## config.mk

```make
export PLATFORM = sky130hd
export DESIGN_NAME = circular_queue_front_back_send_core
export DESIGN_NICKNAME = d
export VERILOG_FILES = /design/src/hdl/cqfb_pkg.sv /design/src/hdl/cqfb_ram.sv /design/src/hdl/cqfb_ctrl.sv /design/src/hdl/circular_queue_front_back_send_core.sv
export SDC_FILE = /design/constraint.sdc
export NUM_CORES = 1
export LEC_CHECK = 0
export BUFFER_PORTS_ARGS = -buffer_cell sky130_fd_sc_hd__buf_2
export CORE_ASPECT_RATIO = 0.75
export CORE_MARGIN = 2
export CORE_UTILIZATION = 45
export CTS_CLUSTER_SIZE = 20
export DETAILED_ROUTE_END_ITERATION = 10
export HOLD_SLACK_MARGIN = 0.03
export PLACE_DENSITY = 0.67
export SETUP_SLACK_MARGIN = 0.05
export SLEW_MARGIN = 20
export SYNTH_ARGS = -nofsm -noshare
export SYNTH_HDL_FRONTEND = slang
export SYNTH_SLANG_ARGS = --single-unit
```

## constraint.sdc

```tcl
create_clock -name clk -period 14.27 [get_ports clk]
set_clock_uncertainty 0.2 [all_clocks]
set_input_delay 2.1405 -clock clk [delete_from_list [all_inputs] [get_ports clk]]
set_output_delay 2.1405 -clock clk [all_outputs]
set_load 0.05 [all_outputs]
```

## src/hdl/cqfb_pkg.sv

```systemverilog
`timescale 1ns / 1ps
// ----------------------------------------------------------------------------
// cqfb_pkg
// Shared types and constants of the circular message queue: operation and
// status codes, register indexes, reset values and the result record.
// ----------------------------------------------------------------------------
package cqfb_pkg;

  // Widths fixed by the item and register layout
  localparam int CNT_W      = 5;
  localparam int CFG_IDX_W  = 2;
  localparam int CFG_DATA_W = 5;
  localparam int DATA_W     = 32;

  // Operation codes carried in the input tuser
  typedef enum logic [1:0] {
    OP_SEND_BACK  = 2'd0,
    OP_SEND_FRONT = 2'd1,
    OP_RECEIVE    = 2'd2,
    OP_RESTART    = 2'd3
  } op_t;

  // Result status codes
  typedef enum logic [1:0] {
    ST_DONE  = 2'd0,
    ST_FULL  = 2'd1,
    ST_EMPTY = 2'd2
  } status_t;

  // Configuration register indexes
  localparam logic [CFG_IDX_W-1:0] CFG_QUEUE_LENGTH  = 2'd0;
  localparam logic [CFG_IDX_W-1:0] CFG_CARRIES_DATA  = 2'd1;
  localparam logic [CFG_IDX_W-1:0] CFG_INITIAL_COUNT = 2'd2;

  // Register reset values
  localparam logic [CNT_W-1:0] QUEUE_LENGTH_RESET  = 5'd16;
  localparam logic             CARRIES_DATA_RESET  = 1'b1;
  localparam logic [CNT_W-1:0] INITIAL_COUNT_RESET = 5'd0;

  // Result record passed from the queue control to the result register
  typedef struct packed {
    status_t          status;
    logic             is_read;
    logic [CNT_W-1:0] count;
    logic [CNT_W-1:0] spaces;
  } res_t;

endpackage

```

## src/hdl/cqfb_ram.sv

```systemverilog
`timescale 1ns / 1ps
// ----------------------------------------------------------------------------
// cqfb_ram
// Generic single-port RAM with registered read data; the read register holds
// its value while no read is issued.
// ----------------------------------------------------------------------------
module cqfb_ram #(
  parameter int WIDTH = 32,
  parameter int DEPTH = 16,
  localparam int AW = (DEPTH > 1) ? $clog2(DEPTH) : 1
) (
  input  logic             clk,
  input  logic             we,
  input  logic             re,
  input  logic [AW-1:0]    addr,
  input  logic [WIDTH-1:0] wdata,
  output logic [WIDTH-1:0] rdata
);

  logic [WIDTH-1:0] mem [DEPTH];

  // Write on we, capture read data on re
  always_ff @(posedge clk) begin
    if (we) begin
      mem[addr] <= wdata;
    end
    if (re) begin
      rdata <= mem[addr];
    end
  end

endmodule

```

## src/hdl/cqfb_ctrl.sv

```systemverilog
`timescale 1ns / 1ps
// ----------------------------------------------------------------------------
// cqfb_ctrl
// Queue control: configuration registers, indices and item count. Decodes
// one operation per cycle, issues the slot access and forms the result record.
// ----------------------------------------------------------------------------
module cqfb_ctrl
  import cqfb_pkg::*;
#(
  parameter int DEPTH  = 16,
  parameter int WORD_W = 32,
  localparam int AW = (DEPTH > 1) ? $clog2(DEPTH) : 1
) (
  input  logic                  clk,
  input  logic                  rst,
  // Configuration writes
  input  logic                  cfg_we,
  input  logic [CFG_IDX_W-1:0]  cfg_index,
  input  logic [CFG_DATA_W-1:0] cfg_data,
  // Accepted operation
  input  logic                  accept,
  input  op_t                   op,
  input  logic [WORD_W-1:0]     word,
  // Slot memory access
  output logic                  ram_we,
  output logic                  ram_re,
  output logic [AW-1:0]         ram_addr,
  output logic [WORD_W-1:0]     ram_wdata,
  // Result of the current operation
  output res_t                  res
);

  // Indices stay below the largest effective length, min(DEPTH, 31); after
  // the length shrinks they may sit above the current one until they wrap
  localparam int PTR_W = (AW < CNT_W) ? AW : CNT_W;
  localparam int CAP   = (DEPTH < 31) ? DEPTH : 31;
  localparam logic [CNT_W-1:0] CAP_L = CNT_W'(CAP);
  localparam logic [CNT_W-1:0] LEN_RESET =
    (QUEUE_LENGTH_RESET > CAP_L) ? CAP_L : QUEUE_LENGTH_RESET;

  logic [CNT_W-1:0] queue_length;
  logic             carries_data;
  logic [CNT_W-1:0] initial_count;

  logic [PTR_W-1:0] write_index, write_index_next;
  logic [PTR_W-1:0] read_index, read_index_next;
  logic [CNT_W-1:0] item_count, item_count_next;
  logic [CNT_W-1:0] len;
  logic [PTR_W-1:0] slot;

  // Advance an index, wrap at the effective length
  function automatic logic [PTR_W-1:0] step_up(input logic [PTR_W-1:0] idx,
                                                input logic [CNT_W-1:0] lim);
    logic [CNT_W-1:0] n;
    n = CNT_W'(idx) + CNT_W'(1);
    return (n >= lim) ? '0 : PTR_W'(n);
  endfunction

  // Move an index back, wrap to the last slot in use
  function automatic logic [PTR_W-1:0] step_down(input logic [PTR_W-1:0] idx,
                                                  input logic [CNT_W-1:0] lim);
    logic [CNT_W-1:0] last;
    last = lim - CNT_W'(1);
    return (idx == '0) ? PTR_W'(last) : idx - PTR_W'(1);
  endfunction

  // Configuration registers; unknown indexes are dropped
  always_ff @(posedge clk) begin
    if (rst) begin
      queue_length  <= QUEUE_LENGTH_RESET;
      carries_data  <= CARRIES_DATA_RESET;
      initial_count <= INITIAL_COUNT_RESET;
    end else if (cfg_we) begin
      unique case (cfg_index)
        CFG_QUEUE_LENGTH:  queue_length  <= cfg_data;
        CFG_CARRIES_DATA:  carries_data  <= cfg_data[0];
        CFG_INITIAL_COUNT: initial_count <= cfg_data;
        default: ;
      endcase
    end
  end

  // Effective length: zero acts as one, clamp to min(DEPTH, 31)
  always_comb begin
    if (queue_length == '0) begin
      len = CNT_W'(1);
    end else if (queue_length > CAP_L) begin
      len = CAP_L;
    end else begin
      len = queue_length;
    end
  end

  // Decode the operation
  always_comb begin
    write_index_next = write_index;
    read_index_next  = read_index;
    item_count_next  = item_count;
    slot             = write_index;
    ram_we           = 1'b0;
    ram_re           = 1'b0;
    res.status       = ST_DONE;
    res.is_read      = 1'b0;
    unique case (op) inside
      OP_SEND_BACK, OP_SEND_FRONT: begin
        if (item_count >= len) begin
          res.status = ST_FULL;
        end else begin
          if (carries_data) begin
            ram_we = accept;
            if (op == OP_SEND_BACK) begin
              slot             = write_index;
              write_index_next = step_up(write_index, len);
            end else begin
              slot            = read_index;
              read_index_next = step_down(read_index, len);
            end
          end
          item_count_next = item_count + CNT_W'(1);
        end
      end
      OP_RECEIVE: begin
        if (item_count == '0) begin
          res.status = ST_EMPTY;
        end else begin
          if (carries_data) begin
            read_index_next = step_up(read_index, len);
            slot            = read_index_next;
            ram_re          = accept;
            res.is_read     = 1'b1;
          end
          item_count_next = item_count - CNT_W'(1);
        end
      end
      OP_RESTART: begin
        write_index_next = '0;
        read_index_next  = step_down('0, len);
        item_count_next  = (initial_count < len) ? initial_count : len;
      end
      default: ;
    endcase
    res.count  = item_count_next;
    res.spaces = (item_count_next < len) ? len - item_count_next : '0;
  end

  assign ram_addr  = AW'(slot);
  assign ram_wdata = word;

  // Commit indices and count on each accepted item
  always_ff @(posedge clk) begin
    if (rst) begin
      write_index <= '0;
      read_index  <= PTR_W'(LEN_RESET - CNT_W'(1));
      item_count  <= '0;
    end else if (accept) begin
      write_index <= write_index_next;
      read_index  <= read_index_next;
      item_count  <= item_count_next;
    end
  end

endmodule

```

## src/hdl/circular_queue_front_back_send_core.sv

```systemverilog
`timescale 1ns / 1ps
// ----------------------------------------------------------------------------
// circular_queue_front_back_send_core
// Bounded circular message queue with send to back, send to front, receive
// and restart, answering each operation with one status item.
// ----------------------------------------------------------------------------
// The queue takes one operation per clock while the input is not stalled and
// returns its result in the cycle after acceptance. That delay comes from the
// registered read port of the slot memory: indices and count are decided in
// the cycle an item is accepted, the slot is read or written at that edge, and
// the read word arrives together with the registered status, count and free
// space. A waiting result stalls the input only while the downstream side is
// not ready. The slot memory is not cleared: after a restart with a nonzero
// initial count a receive can read unwritten slots. Configuration writes are
// always taken and should only be issued while no operation is in flight.
module circular_queue_front_back_send_core
  import cqfb_pkg::*;
#(
  parameter int DEPTH      = 16,
  parameter int ITEM_WIDTH = 32
) (
  input  logic                  clk,
  input  logic                  rst,
  // Operation stream
  input  logic                  s_tvalid,
  output logic                  s_tready,
  input  logic [31:0]           s_tdata,   // [31:0] item_data
  input  logic [1:0]            s_tuser,   // [1:0] op
  // Result stream
  output logic                  m_tvalid,
  input  logic                  m_tready,
  output logic [47:0]           m_tdata,   // [31:0] data_out, [36:32] count,
                                           // [41:37] spaces, [47:42] zero
  output logic [1:0]            m_tuser,   // [1:0] status
  // Configuration write channel
  input  logic                  cfg_valid,
  output logic                  cfg_ready,
  input  logic [CFG_IDX_W-1:0]  cfg_index,
  input  logic [CFG_DATA_W-1:0] cfg_data
);

  localparam int WORD_W = (ITEM_WIDTH < DATA_W) ? ITEM_WIDTH : DATA_W;
  localparam int AW     = (DEPTH > 1) ? $clog2(DEPTH) : 1;

  logic              accept;
  logic              ram_we;
  logic              ram_re;
  logic [AW-1:0]     ram_addr;
  logic [WORD_W-1:0] ram_wdata;
  logic [WORD_W-1:0] ram_rdata;
  res_t              res_cur;
  res_t              res;
  logic              res_valid;
  logic [DATA_W-1:0] data_out;

  assign cfg_ready = 1'b1;
  assign s_tready  = !res_valid || m_tready;
  assign accept    = s_tvalid && s_tready;

  cqfb_ctrl #(
    .DEPTH  (DEPTH),
    .WORD_W (WORD_W)
  ) u_ctrl (
    .clk       (clk),
    .rst       (rst),
    .cfg_we    (cfg_valid && cfg_ready),
    .cfg_index (cfg_index),
    .cfg_data  (cfg_data),
    .accept    (accept),
    .op        (op_t'(s_tuser)),
    .word      (s_tdata[WORD_W-1:0]),
    .ram_we    (ram_we),
    .ram_re    (ram_re),
    .ram_addr  (ram_addr),
    .ram_wdata (ram_wdata),
    .res       (res_cur)
  );

  cqfb_ram #(
    .WIDTH (WORD_W),
    .DEPTH (DEPTH)
  ) u_slots (
    .clk   (clk),
    .we    (ram_we),
    .re    (ram_re),
    .addr  (ram_addr),
    .wdata (ram_wdata),
    .rdata (ram_rdata)
  );

  // Hold the result until taken, load a new one on each accepted item
  always_ff @(posedge clk) begin
    if (rst) begin
      res_valid <= 1'b0;
    end else if (accept) begin
      res_valid <= 1'b1;
    end else if (m_tready) begin
      res_valid <= 1'b0;
    end
  end

  always_ff @(posedge clk) begin
    if (accept) begin
      res <= res_cur;
    end
  end

  // The read register holds its word while the result waits
  assign data_out = res.is_read ? DATA_W'(ram_rdata) : '0;

  assign m_tvalid = res_valid;
  assign m_tuser  = res.status;
  assign m_tdata  = {6'd0, res.spaces, res.count, data_out};

  // Every accepted item yields a result in the next cycle
  a_result_follows: assert property (@(posedge clk) disable iff (rst)
    accept |=> res_valid)
    else $error("accepted item produced no result");

  // A full answer leaves no free slot
  a_full_no_space: assert property (@(posedge clk) disable iff (rst)
    res_valid && res.status == ST_FULL |-> res.spaces == '0)
    else $error("full status with free space");

  // An empty answer reports no items and reads no word
  a_empty_no_read: assert property (@(posedge clk) disable iff (rst)
    res_valid && res.status == ST_EMPTY |-> res.count == '0 && !res.is_read)
    else $error("empty status with items or read data");

  // A word is read only by a successful receive
  a_read_done: assert property (@(posedge clk) disable iff (rst)
    res_valid && res.is_read |-> res.status == ST_DONE)
    else $error("read data on a failed operation");

endmodule
```

# After elaboration in Yosys (flattened, before gate mapping)
# Memories as Yosys holds them, arrays and structs flattened. A register that Yosys moved wholly into a read port is not among the register bits.
# Cells that the tools add are included.
# totals
ff_bits	38
ramBits	512
in_bits	46
out_inout_bits	53
elab_cells	94
memories	1
# memory_table
name	depth	word_bits	read_ports	rd_ports_with_merged_regs	write_ports	line_no	rtl
u_slots.mem	16	32	1	1	1	cqfb_ram.sv:20	logic [WIDTH-1:0] mem [DEPTH];
# classes
add_sub_neg	7
order_cmp	6
eq_ne	11
muxes	39
bitwise_logic	1
reduce_logical	18
# ops
op	count
2-to-1 mux 4 bit	16
2-to-1 mux 32 bit	1
2-to-1 mux 5 bit	5
case mux 4 bit (2 select lines)	2
>= comparator 5 bit	3
case mux 5 bit (3 select lines)	1
case mux 4 bit (3 select lines)	1
2-to-1 mux 1 bit	11
adder 4 x 1 -> 5 bit, second input constant	2
logical NOT 5 bit	2
less-than comparator 5 bit	2
subtractor 4 x 1 -> 4 bit, second input constant	2
AND reduction 7 bit	1
== test 2 bit, second input constant	3
!= test 2 x 1 -> 1 bit, second input constant	3
!= test 2 bit, second input constant	3
AND reduction 2 bit	3
adder 5 x 1 -> 5 bit, second input constant	1
> comparator 5 bit, second input constant	1
AND reduction 5 bit	1
subtractor 5 x 1 -> 5 bit, second input constant	1
subtractor 5 bit	1
== test 2 x 1 -> 1 bit, second input constant	2
logical NOT 2 bit	2
other kinds (10)	12

# Longest topological paths before layout
# Gate-level depths: netlist of the first run.
# logic_depth
depth_word	9
mapped_depth	20
ltp_nobuf	20

# Hierarchy
# Synthesis of the first run repeated with hierarchy kept, for this count alone.
# hier_totals
hier_cells	1251
area_unflattened_um2	23662.7
# by_module_without_submodules
module	n_inst	cells_each	area_each_um2	seq_area_each_um2
cqfb_ram	1	840	20183.1	16335.7
cqfb_ctrl	1	337	2642.5	480.5
circular_queue_front_back_send_core	1	74	837.1	410.4

# Worst setup path before layout of the first run
# OpenSTA, ideal clock, no wires.
# synth_timing
kind	input -> register
startpoint	in s_tuser[0]
endpoint	mem u_slots.mem[11][0], enable pin
setup_time_ns	0.461
t_arrival_ns	6.071
t_required_ns	13.609
setup_slack_ns	7.538
cell_stages	12
n_path_buf	5
cell_sequence	inv_1 > ha_1 > buf_4 > inv_2 > a211oi_2 > and3_1 > o32ai_1 > buf_6 > buf_6 > buf_2 > buf_2 > nor3_1
# synth_via
elab_chain_len	5
elab_cells_between_ends	11
cone_classes	eq/ne (2); mux (7); reduce/logical (2)
# synth_lines
element	line_no	rtl
from (decl)	circular_queue_front_back_send_core.sv:28	input logic [1:0] s_tuser,
logical NOT 2 bit / == test 2 x 1 -> 1 bit (equally long branches)	n/a	
2-to-1 mux 4 bit / OR reduction 2 bit (equally long branches)	cqfb_ctrl.sv:111, cqfb_ctrl.sv:104	
2-to-1 mux 4 bit / 2-to-1 mux 1 bit (equally long branches)	cqfb_ctrl.sv:109, cqfb_ctrl.sv:104	
2-to-1 mux 4 bit / 2-to-1 mux 1 bit (equally long branches)	cqfb_ctrl.sv:106, cqfb_ram.sv:24	
case mux 4 bit (2 select lines) / 2-to-1 mux 1 bit (equally long branches)	cqfb_ctrl.sv:104, cqfb_ram.sv:25	
to (decl)	cqfb_ram.sv:20	
# Parallel ways exist; a longest one is shown, timed or not.

# Worst setup path in the final report of the first run
# layout_timing
startpoint	in s_tuser[0]
endpoint	reg u_slots.rdata[23] (read register of u_slots.mem) (data pin)
# layout_via
elab_chain_len	5
elab_cells_between_ends	9
cone_classes	eq/ne (2); mux (5); reduce/logical (2)
# layout_lines
element	line_no	rtl
logical NOT 2 bit	cqfb_ctrl.sv:111	if (op == OP_SEND_BACK) begin
2-to-1 mux 4 bit	cqfb_ctrl.sv:111	
2-to-1 mux 4 bit	cqfb_ctrl.sv:109	if (carries_data) begin
2-to-1 mux 4 bit	cqfb_ctrl.sv:106	if (item_count >= len) begin
case mux 4 bit (2 select lines)	cqfb_ctrl.sv:104	unique case (op) inside
to (decl)	cqfb_ram.sv:17	output logic [WIDTH-1:0] rdata
# Parallel ways exist; a longest one is shown, timed or not.
# A chain may end at the register's enable or synchronous reset.

==> results of run 1 <==
[worst reg2reg max path: stages (launching register included)]
cell	delay [ps]
dfxtp_1	340
nor3_1	240
nor2_1	60
nor2_1	530
ha_1	360
nor2b_1	100
o21ai_1	140
o31ai_4	370
a21oi_1	160
o32ai_4	270
buf_12	600
buf_4	1180
buf_4	960
mux2i_1	390
o22ai_1	110
or4_1	550
[routing by layer]
layer / track usage [%] / vias up / share of wire [%]
met4: 5.26 / 4 / 2.0
met3: 3.34 / 89 / 7.1
li1: - / 5917 / -
met2: 30.5 / 479 / 45
met1: 29.1 / 6612 / 46
met5: 0 / - / 0.047
[synthesized netlist by cell type (8+ instances only)]
| library cell | n | area (um^2) |
|---|---|---|
| edfxtp_1 | 557 | 16700 |
| mux2i_1 | 269 | 2690 |
| o22ai_1 | 131 | 820 |
| nor2_1 | 53 | 199 |
| nand2_1 | 38 | 143 |
| ha_1 | 34 | 425 |
| buf_4 | 33 | 248 |
| or4_1 | 33 | 248 |
| and2_1 | 32 | 200 |
| inv_1 | 29 | 109 |
| a21oi_1 | 26 | 130 |
| dfxtp_1 | 25 | 500 |
| buf_2 | 24 | 120 |
| buf_6 | 15 | 169 |
| nor3_1 | 15 | 75.1 |
| clkbuf_1 | 13 | 48.8 |
| nand3_1 | 10 | 50.1 |
| o21ai_0 | 10 | 50.1 |
| a21o_1 | 8 | 60.1 |
| nand3_2 | 8 | 80.1 |
[layout make-up]
cell class | count | area [um^2]
repair buffers | 119 | 678
flip-flops and latches | 582 | 17200
clock buffers | 59 | 1410
well taps | 712 | 891
clock inverters | 43 | 379
multi-input cells | 761 | 6100
fillers | 4340 | 25900
inverters | 30 | 113
diodes | 1 | 2.50
[cell families (layout without fill, tap and decap cells)]
| logic type | count (synthesis) | in the layout | share of synthesized area (%) |
|---|---|---|---|
| flip-flops | 582 | 582 | 72.1 |
| multiplexers | 273 | 273 | 11.5 |
| AND/OR/NAND/NOR | 221 | 221 | 5.17 |
| AO/OA/AOI/OAI | 216 | 216 | 6.01 |
| buffers and inverters | 118 | 251 | 3.00 |
| adder cells (fa/ha/maj) | 35 | 35 | 1.87 |
| XOR/XNOR | 9 | 9 | 0.330 |
| other | 2 | 8 | 0.0314 |
[per-stage QoR]
stage	power (mW)	util, %	instances	hold slack, ps
floorplan	2.38	-	1461	282
global placement	2.49	47.4	2204	301
global route	4.06	50.8	2306	365
finish	3.92	50.9	2307	320
detailed placement	2.50	47.4	2204	310
CTS	3.95	50.8	2306	319
[sequential cells by signal, indices dropped and copies added, names as in the netlist]
signal,flops
u_ctrl.write_index,4
u_ctrl.read_index,4
u_ctrl.carries_data,1
u_ctrl.initial_count,5
u_slots.rdata,32
m_tdata,10
res,1
m_tuser,2
m_tvalid,1
u_ctrl.item_count,5
u_ctrl.queue_length,5
u_slots.mem,512
[power groups by stage]
stage,combinational [mW],sequential (mW),clock (mW)
global placement,0.524,1.97,0
floorplan,0.412,1.96,0
CTS,0.534,1.93,1.48
global route,0.573,1.93,1.55
detailed placement,0.533,1.97,0
finish,0.535,1.93,1.45
[how the worst min path moves through the flow]
stage                                       start                      end  slack [ps]  cells past startpoint
after global placement                   m_tvalid                 m_tvalid         300                      2
after global routing                     m_tvalid                 m_tvalid         360                      2
after detailed placement                 m_tvalid                 m_tvalid         310                      2
final                                    m_tvalid                 m_tvalid         320                      2
after CTS                                m_tvalid                 m_tvalid         320                      2
after floorplan           u_ctrl.initial_count[0]  u_ctrl.initial_count[0]         280                      2
==> results_dict.tcl, run 1 <==
set metrics [dict create \
    p_sw_share_pct 25.1 \
    leakagePower_nw 10.3 \
    pin_count 99 \
    grt_max_degree 145 \
    hold_path.class "register to register" \
    portBuffers 91 \
    nets 1630 \
    seqPwrFrac_pct 49.3 \
    power.density_nw_per_um2 146 \
    dieWidth_um 270 \
    crit_path_top_delay_cell "buf_4" \
    tritoncts "done" \
    p_clk_share_pct 37.1 \
    grt_usage_pct 19.7 \
    relSlewSlack_pct 19.8 \
    die-area_um2 55000 \
    rsz0062_at_grt "false" \
    cts_resized 0 \
    critPathBufInv 4 \
    ys_ff_latch 582 \
    drv_cap 0 \
    avgSynthCellArea_um2 16.4 \
    synth_area_um2 23900 \
    place_ws_ps 6510 \
    syn_to_final_growth_pct 12.2 \
    drt-total-wl_um 54900 \
    cts_root_buf "clkbuf_16" \
    synth_ff_type "edfxtp_1" \
    critPathRequiredTime_ps 14400 \
    wl_per_cell_um 23.8 \
    clkTransAtPathRegs_ps 60 \
    crit_cells 11 \
    remaining_drc_errors 0 \
    critical_path_arrival_ps 7350 \
    r2r_cells 15 \
    cp_cell_sequence "buf_2 -> ha_1 -> nor2_2 -> and3_1 -> o32ai_4 -> buf_12 -> buf_4 -> buf_4 -> mux2i_1 -> o22ai_1 -> or4_1" \
    final_cell_mix "edfxtp_1 (557), mux2i_1 (269), o22ai_1 (131)" \
    slew_violations 0 \
    viasPerCell 5.68 \
    post-route-min-period_ps 7220 \
    fin_tns_setup_ps 0 \
    insertion_delay_ps 600 \
    post_cts_buffers 0 \
    fin_crit_sh_pct 50.6 \
    overflow 0 \
    synth.distinct_cells 66 \
    antenna_found_initial 4 \
    r2r_start "u_ctrl.queue_length[1]" \
    power_frac_comb_pct 13.6 \
    p_sw_mw 0.983 \
    cp_top_family "buffers and inverters" \
    ys.warnings.count 0 \
    drt-pass1-iter-count 6 \
    mostFrequentLayoutCell "edfxtp_1" \
    fin_area_um2 26800 \
    synth_edf_count 557 \
    drt_iter0_drc 1251 \
    r2r_slack_ps 7420 \
    synthCells 1456 \
    ctsHtreeMaxLevel 2 \
    crit_path_start "s_tuser[0]" \
    grt_pass1_wl_um 80900 \
    fmax_mhz 139 \
    drive_above_1_share_pct 15.6 \
    critPathKind "primary input to register" \
    status "completed" \
    ant_nets 0 \
    setup_slack_ps 7050 \
    async_reset_ff_share_pct 0 \
    worstSetupEndpoint "u_slots.rdata[23]" \
    path_common_cell "buf_4" \
    grt_pass1_vias 12700 \
    initial_utilization_pct 45.3 \
    max_stage_delay_ps 940 \
    cts-hold-fix-buffers 0 \
    gp_congestion 0.854 \
    intPower_mw 2.94 \
    dp.final_hpwl_um 29300 \
    ctsLongestPathBuffers 3 \
    coreArea_um2 52700 \
    tightest_slew_ps 1200 \
    r2r_end "u_slots.rdata[23]" \
    crit_path_end_kind "register" \
    cts_buffers 55 \
    worstSetupStartpointType "primary input" \
    finalHoldViolCount 0 \
    ir_drop_v 0.000110 \
    setup_viol 0 \
    die_height_um 204 \
    fp-row-count 73 \
    cp_max_fo 144 \
    placed_area_um2 25000 \
    vias 13100 \
    yosysSeqAreaShare_pct 72.1 \
    cts_sinks 582 \
]
Power figures use the tool's default switching activity.
==> run 2: changes to the inputs <==
--- a/config.mk
+++ b/config.mk
@@ -12,7 +12,7 @@
 export CTS_CLUSTER_SIZE = 20
 export DETAILED_ROUTE_END_ITERATION = 10
 export HOLD_SLACK_MARGIN = 0.03
-export PLACE_DENSITY = 0.67
+export PLACE_DENSITY = 0.7
 export SETUP_SLACK_MARGIN = 0.05
 export SLEW_MARGIN = 20
 export SYNTH_ARGS = -nofsm -noshare
==> constraint.sdc (replaced) <==
create_clock -name clk -period 6 [get_ports clk]
set_clock_uncertainty 0.2 [all_clocks]
set_input_delay 0.9 -clock clk [delete_from_list [all_inputs] [get_ports clk]]
set_output_delay 0.9 -clock clk [all_outputs]
set_load 0.05 [all_outputs]
==> results_dict.tcl, run 2 (synthesis gave the netlist of run 1 again) <==
set metrics [dict create \
    status "completed" \
    cp_max_fo 56 \
    relSlewSlack_pct 33.3 \
    tightest_slew_ps 999 \
    final_cell_mix "edfxtp_1 (557), mux2i_1 (269), o22ai_1 (131)" \
    worstSetupEndpoint "u_slots.rdata[8]" \
    cts_resized 0 \
    crit_path_end_kind "register" \
    r2r_cells 14 \
    fin_cells 2319 \
    tritoncts "done" \
    r2r_start "u_ctrl.queue_length[1]" \
    place_ws_ps 1150 \
    antenna_found_initial 4 \
    path_common_cell "nor2_1" \
    post-route-util_pct 51.2 \
    overflow 0 \
    critical_path_arrival_ps 5050 \
    r2r_slack_ps 1110 \
    setup_viol 0 \
    initial_utilization_pct 45.3 \
    clkTransAtPathRegs_ps 60 \
    cts_root_buf "clkbuf_16" \
    cts_buffers 55 \
    post-route-min-period_ps 4890 \
    r2r_end "u_slots.rdata[8]" \
    syn_to_final_growth_pct 13.1 \
    dieWidth_um 270 \
    fin_tns_setup_ps 0 \
    grt_max_degree 85 \
    nets 1645 \
    ir_drop_v 0.000235 \
    drive_above_1_share_pct 16.1 \
    crit_path_start "u_ctrl.queue_length[1]" \
    dp_cells 2219 \
    cts_sinks 582 \
    dp.final_hpwl_um 29500 \
    worstSetupStartpointType "register" \
    drt-total-wl_um 55300 \
    power.density_nw_per_um2 345 \
    largest_reg_flops 512 \
    cts-hold-fix-buffers 0 \
    grt_usage_pct 20.0 \
    pin_count 99 \
    mostFrequentLayoutCell "edfxtp_1" \
    ctsHtreeMaxLevel 2 \
    drt-pass1-iter-count 5 \
    ant_nets 0 \
    remaining_drc_errors 0 \
    crit_path_top_delay_cell "o32ai_4" \
    max_stage_delay_ps 620 \
    leakagePower_nw 10.4 \
    finalHoldViolCount 0 \
    placed_area_um2 25200 \
    insertion_delay_ps 630 \
    rsz0062_at_grt "false" \
    grt_pass1_vias 13000 \
    fin_area_um2 27000 \
    slew_violations 0 \
    hold_path.class "primary input to register" \
    fin_crit_sh_pct 81.5 \
    die_height_um 204 \
    drt_iter0_drc 1368 \
    regMostFlops "u_slots.mem" \
    post_cts_buffers 0 \
    viasPerCell 5.67 \
    fmax_mhz 205 \
    cp_cell_sequence "nor3_1 -> nor2_1 -> nor2_1 -> ha_1 -> nor2b_1 -> o21ai_1 -> o31ai_4 -> a21oi_1 -> o32ai_4 -> buf_4 -> buf_12 -> mux2i_1 -> o22ai_1 -> or4_1" \
    ctsLongestPathBuffers 3 \
    critPathRequiredTime_ps 6160 \
    fp-row-count 73 \
    critPathKind "register to register" \
    power.total_mw 9.32 \
    die-area_um2 55000 \
    grt_pass1_wl_um 82100 \
    vias 13200 \
    wl_per_cell_um 23.9 \
    gp_congestion 0.874 \
    holdWs_ps 314 \
    portBuffers 91 \
    drv_cap 0 \
    coreArea_um2 52700 \
    setup_slack_ps 1110 \
]
[run 2: worst min path at each step]
stage,cells after the start,endpoint,slack (ps),start
floorplan,2,u_ctrl.initial_count[0],280,u_ctrl.initial_count[0]
global placement,2,m_tvalid,300,m_tvalid
detailed placement,2,m_tvalid,310,m_tvalid
CTS,2,u_ctrl.queue_length[4],290,cfg_data[4]
global route,2,u_ctrl.queue_length[4],300,cfg_data[4]
finish,2,u_ctrl.queue_length[4],310,cfg_data[4]
[run 2: final cells by class]
type / instances / area, um^2
Antenna cell: 1 / 2.50
Timing Repair Buffer: 134 / 903
Sequential cell: 582 / 17200
Tap cell: 712 / 891
Clock buffer: 59 / 1390
Clock inverter: 40 / 380
Inverter: 30 / 113
Fill cell: 4323 / 25700
Multi-Input combinational cell: 761 / 6100
[run 2: power breakdown]
part / internal [mW] / total, mW / switching [mW]
Combinational: 0.475 / 1.28 / 0.805
Clock: 1.94 / 3.45 / 1.51
Sequential: 4.56 / 4.59 / 0.0336
[run 2: critical path: cells and delay by family (launching register included)]
kind / cells / cell delay, ps
muxes: 1 / 240
and+or+nand+nor: 5 / 1390
adders and majority gates: 1 / 340
DFF: 1 / 340
AOI/OAI and AO/OA: 5 / 1340
buffers and inverters: 2 / 700
[run 2: routing by layer]
| layer | vias to the layer above | track usage (%) | share of wire (%) |
|---|---|---|---|
| li1 | 5929 | - | - |
| met1 | 6727 | 29.0 | 45 |
| met2 | 414 | 31.6 | 46 |
| met3 | 80 | 3.59 | 6.5 |
| met4 | 6 | 5.12 | 1.8 |
| met5 | - | 0 | 0.081 |
==> run 3: changes to the inputs <==
==> constraint.sdc (replaced) <==
create_clock -name clk -period 4.3 [get_ports clk]
set_clock_uncertainty 0.2 [all_clocks]
set_input_delay 0.645 -clock clk [delete_from_list [all_inputs] [get_ports clk]]
set_output_delay 0.645 -clock clk [all_outputs]
set_load 0.05 [all_outputs]
==> results_dict.tcl, run 3 (synthesis gave the netlist of run 1 again) <==
set metrics [dict create \
    setup_viol 0 \
    critPathKind "register to register" \
    drv_cap 0 \
    hold_path.class "primary input to register" \
    fmax_mhz 240 \
    grt_pass1_vias 13100 \
    rsz0062_at_grt "true" \
    largest_reg_flops 512 \
    tightest_slew_ps 1000 \
    cp_max_fo 26 \
    ctsHtreeMaxLevel 2 \
    drt-total-wl_um 56300 \
    power.density_nw_per_um2 465 \
    syn_to_final_growth_pct 16.1 \
    grt_pass1_wl_um 82800 \
    clkTransAtPathRegs_ps 70 \
    final_cell_mix "edfxtp_1 (557), mux2i_1 (269), o22ai_1 (130)" \
    drt-pass1-iter-count 6 \
    placed_area_um2 26000 \
    wl_per_cell_um 23.9 \
    relSlewSlack_pct 33.0 \
    portBuffers 91 \
    mostFrequentLayoutCell "edfxtp_1" \
    grt_max_degree 34 \
    cts_root_buf "clkbuf_16" \
    worstSetupStartpointType "register" \
    die_height_um 204 \
    crit_path_end_kind "register" \
    vias 13300 \
    crit_path_start "u_ctrl.read_index[0]" \
    insertion_delay_ps 600 \
    leakagePower_nw 10.8 \
    cts_sinks 582 \
    gp_congestion 0.861 \
    die-area_um2 55000 \
    antenna_found_initial 6 \
    finalHoldViolCount 0 \
    ctsLongestPathBuffers 3 \
    fin_crit_sh_pct 96.7 \
    fp-row-count 73 \
    remaining_drc_errors 0 \
    r2r_slack_ps 140 \
    viasPerCell 5.64 \
    slew_violations 0 \
    dieWidth_um 270 \
    holdCritStartpoint "cfg_data[4]" \
    overflow 0 \
    grt_usage_pct 20.3 \
    dp.final_hpwl_um 32400 \
    regMostFlops "u_slots.mem" \
    nets 1690 \
    ant_nets 0 \
    status "completed" \
    drive_above_1_share_pct 18.5 \
    critical_path_arrival_ps 4290 \
    fin_cells 2360 \
    tritoncts "done" \
    pin_count 99 \
    dp_cells 2263 \
    cts_buffers 53 \
    fill_cells 4257 \
    coreArea_um2 52700 \
    ir_drop_v 0.000458 \
    initial_utilization_pct 45.3 \
    drt_iter0_drc 1355 \
    post-route-min-period_ps 4160 \
    fin_area_um2 27700 \
    r2r_start "u_ctrl.read_index[0]" \
    critPathRequiredTime_ps 4430 \
    n_antenna_cell 0 \
]
run 3: layout make-up:
cell class	instances	area [um^2]	area share (%)
Clock buffer	60	1370	4.96
Clock inverter	34	249	0.898
Inverter	30	113	0.406
Multi-Input combinational cell	761	6170	22.3
Sequential cell	582	17200	62.1
Tap cell	712	891	3.21
Timing Repair Buffer	181	1700	6.12
run 3: what timing repair did:
item / CTS / global route
hold buffers: 0 / 0
pin swaps: 1 / 1
endpoints found under the setup margin: 28 / 127
gates resized for setup: 0 / 14
gates cloned: 0 / 2
hold endpoints to repair: 0 / 0
buffers inserted: 1 / 0
run 3: critical path, cell delays in order (launching register included):
cell and delay (ps):
dfxtp_2 420, inv_1 130, ha_1 380, ha_1 310, nand2_1 60, o21ai_2 210
a21oi_1 160, a22o_4 260, o32ai_4 230, buf_12 170, buf_16 230, buf_12 210
mux2i_1 210, o22ai_1 110, or4_1 560
run 3: metal layers:
layer  vias to the layer above  share of wire (%)  track usage (%)
li1                       6021                  -                -
met1                      6699                 44             29.0
met2                       480                 47             32.6
met3                       101                7.1             3.43
met4                         8                2.2             5.22
met5                         -              0.082                0
run 3: power by group:
part           switching [mW]  total (mW)  leakage (nW)  internal [mW]
sequential             0.0533        6.41          5.23           6.36
clock                    2.02        4.48         0.795           2.46
combinational            1.18        2.01          4.79          0.828
total                    3.25        12.9          10.8           9.65
run 3: worst paths after layout:
kind	end	cells past startpoint
worst max-delay path	u_slots.rdata[16]	14
worst min register to register	m_tvalid	2
worst min-delay path	u_ctrl.queue_length[4]	2
worst max register to register	u_slots.rdata[16]	14
run 3: per-stage QoR:
step | hold WS (ps) | power, mW | worst slack, ps | util [%] | TNS, ps
after global routing | 83.7 | 13.3 | 13.7 | 52.6 | 0
after CTS | 60.6 | 12.9 | 87.1 | 52.4 | 0
after floorplan | 282 | 7.90 | -399 | - | -25530
after detailed placement | 324 | 8.47 | -78.4 | 49.2 | -736
final | 80.4 | 12.9 | 140 | 52.6 | 0
after global placement | 299 | 8.43 | -80.7 | 49.2 | -615
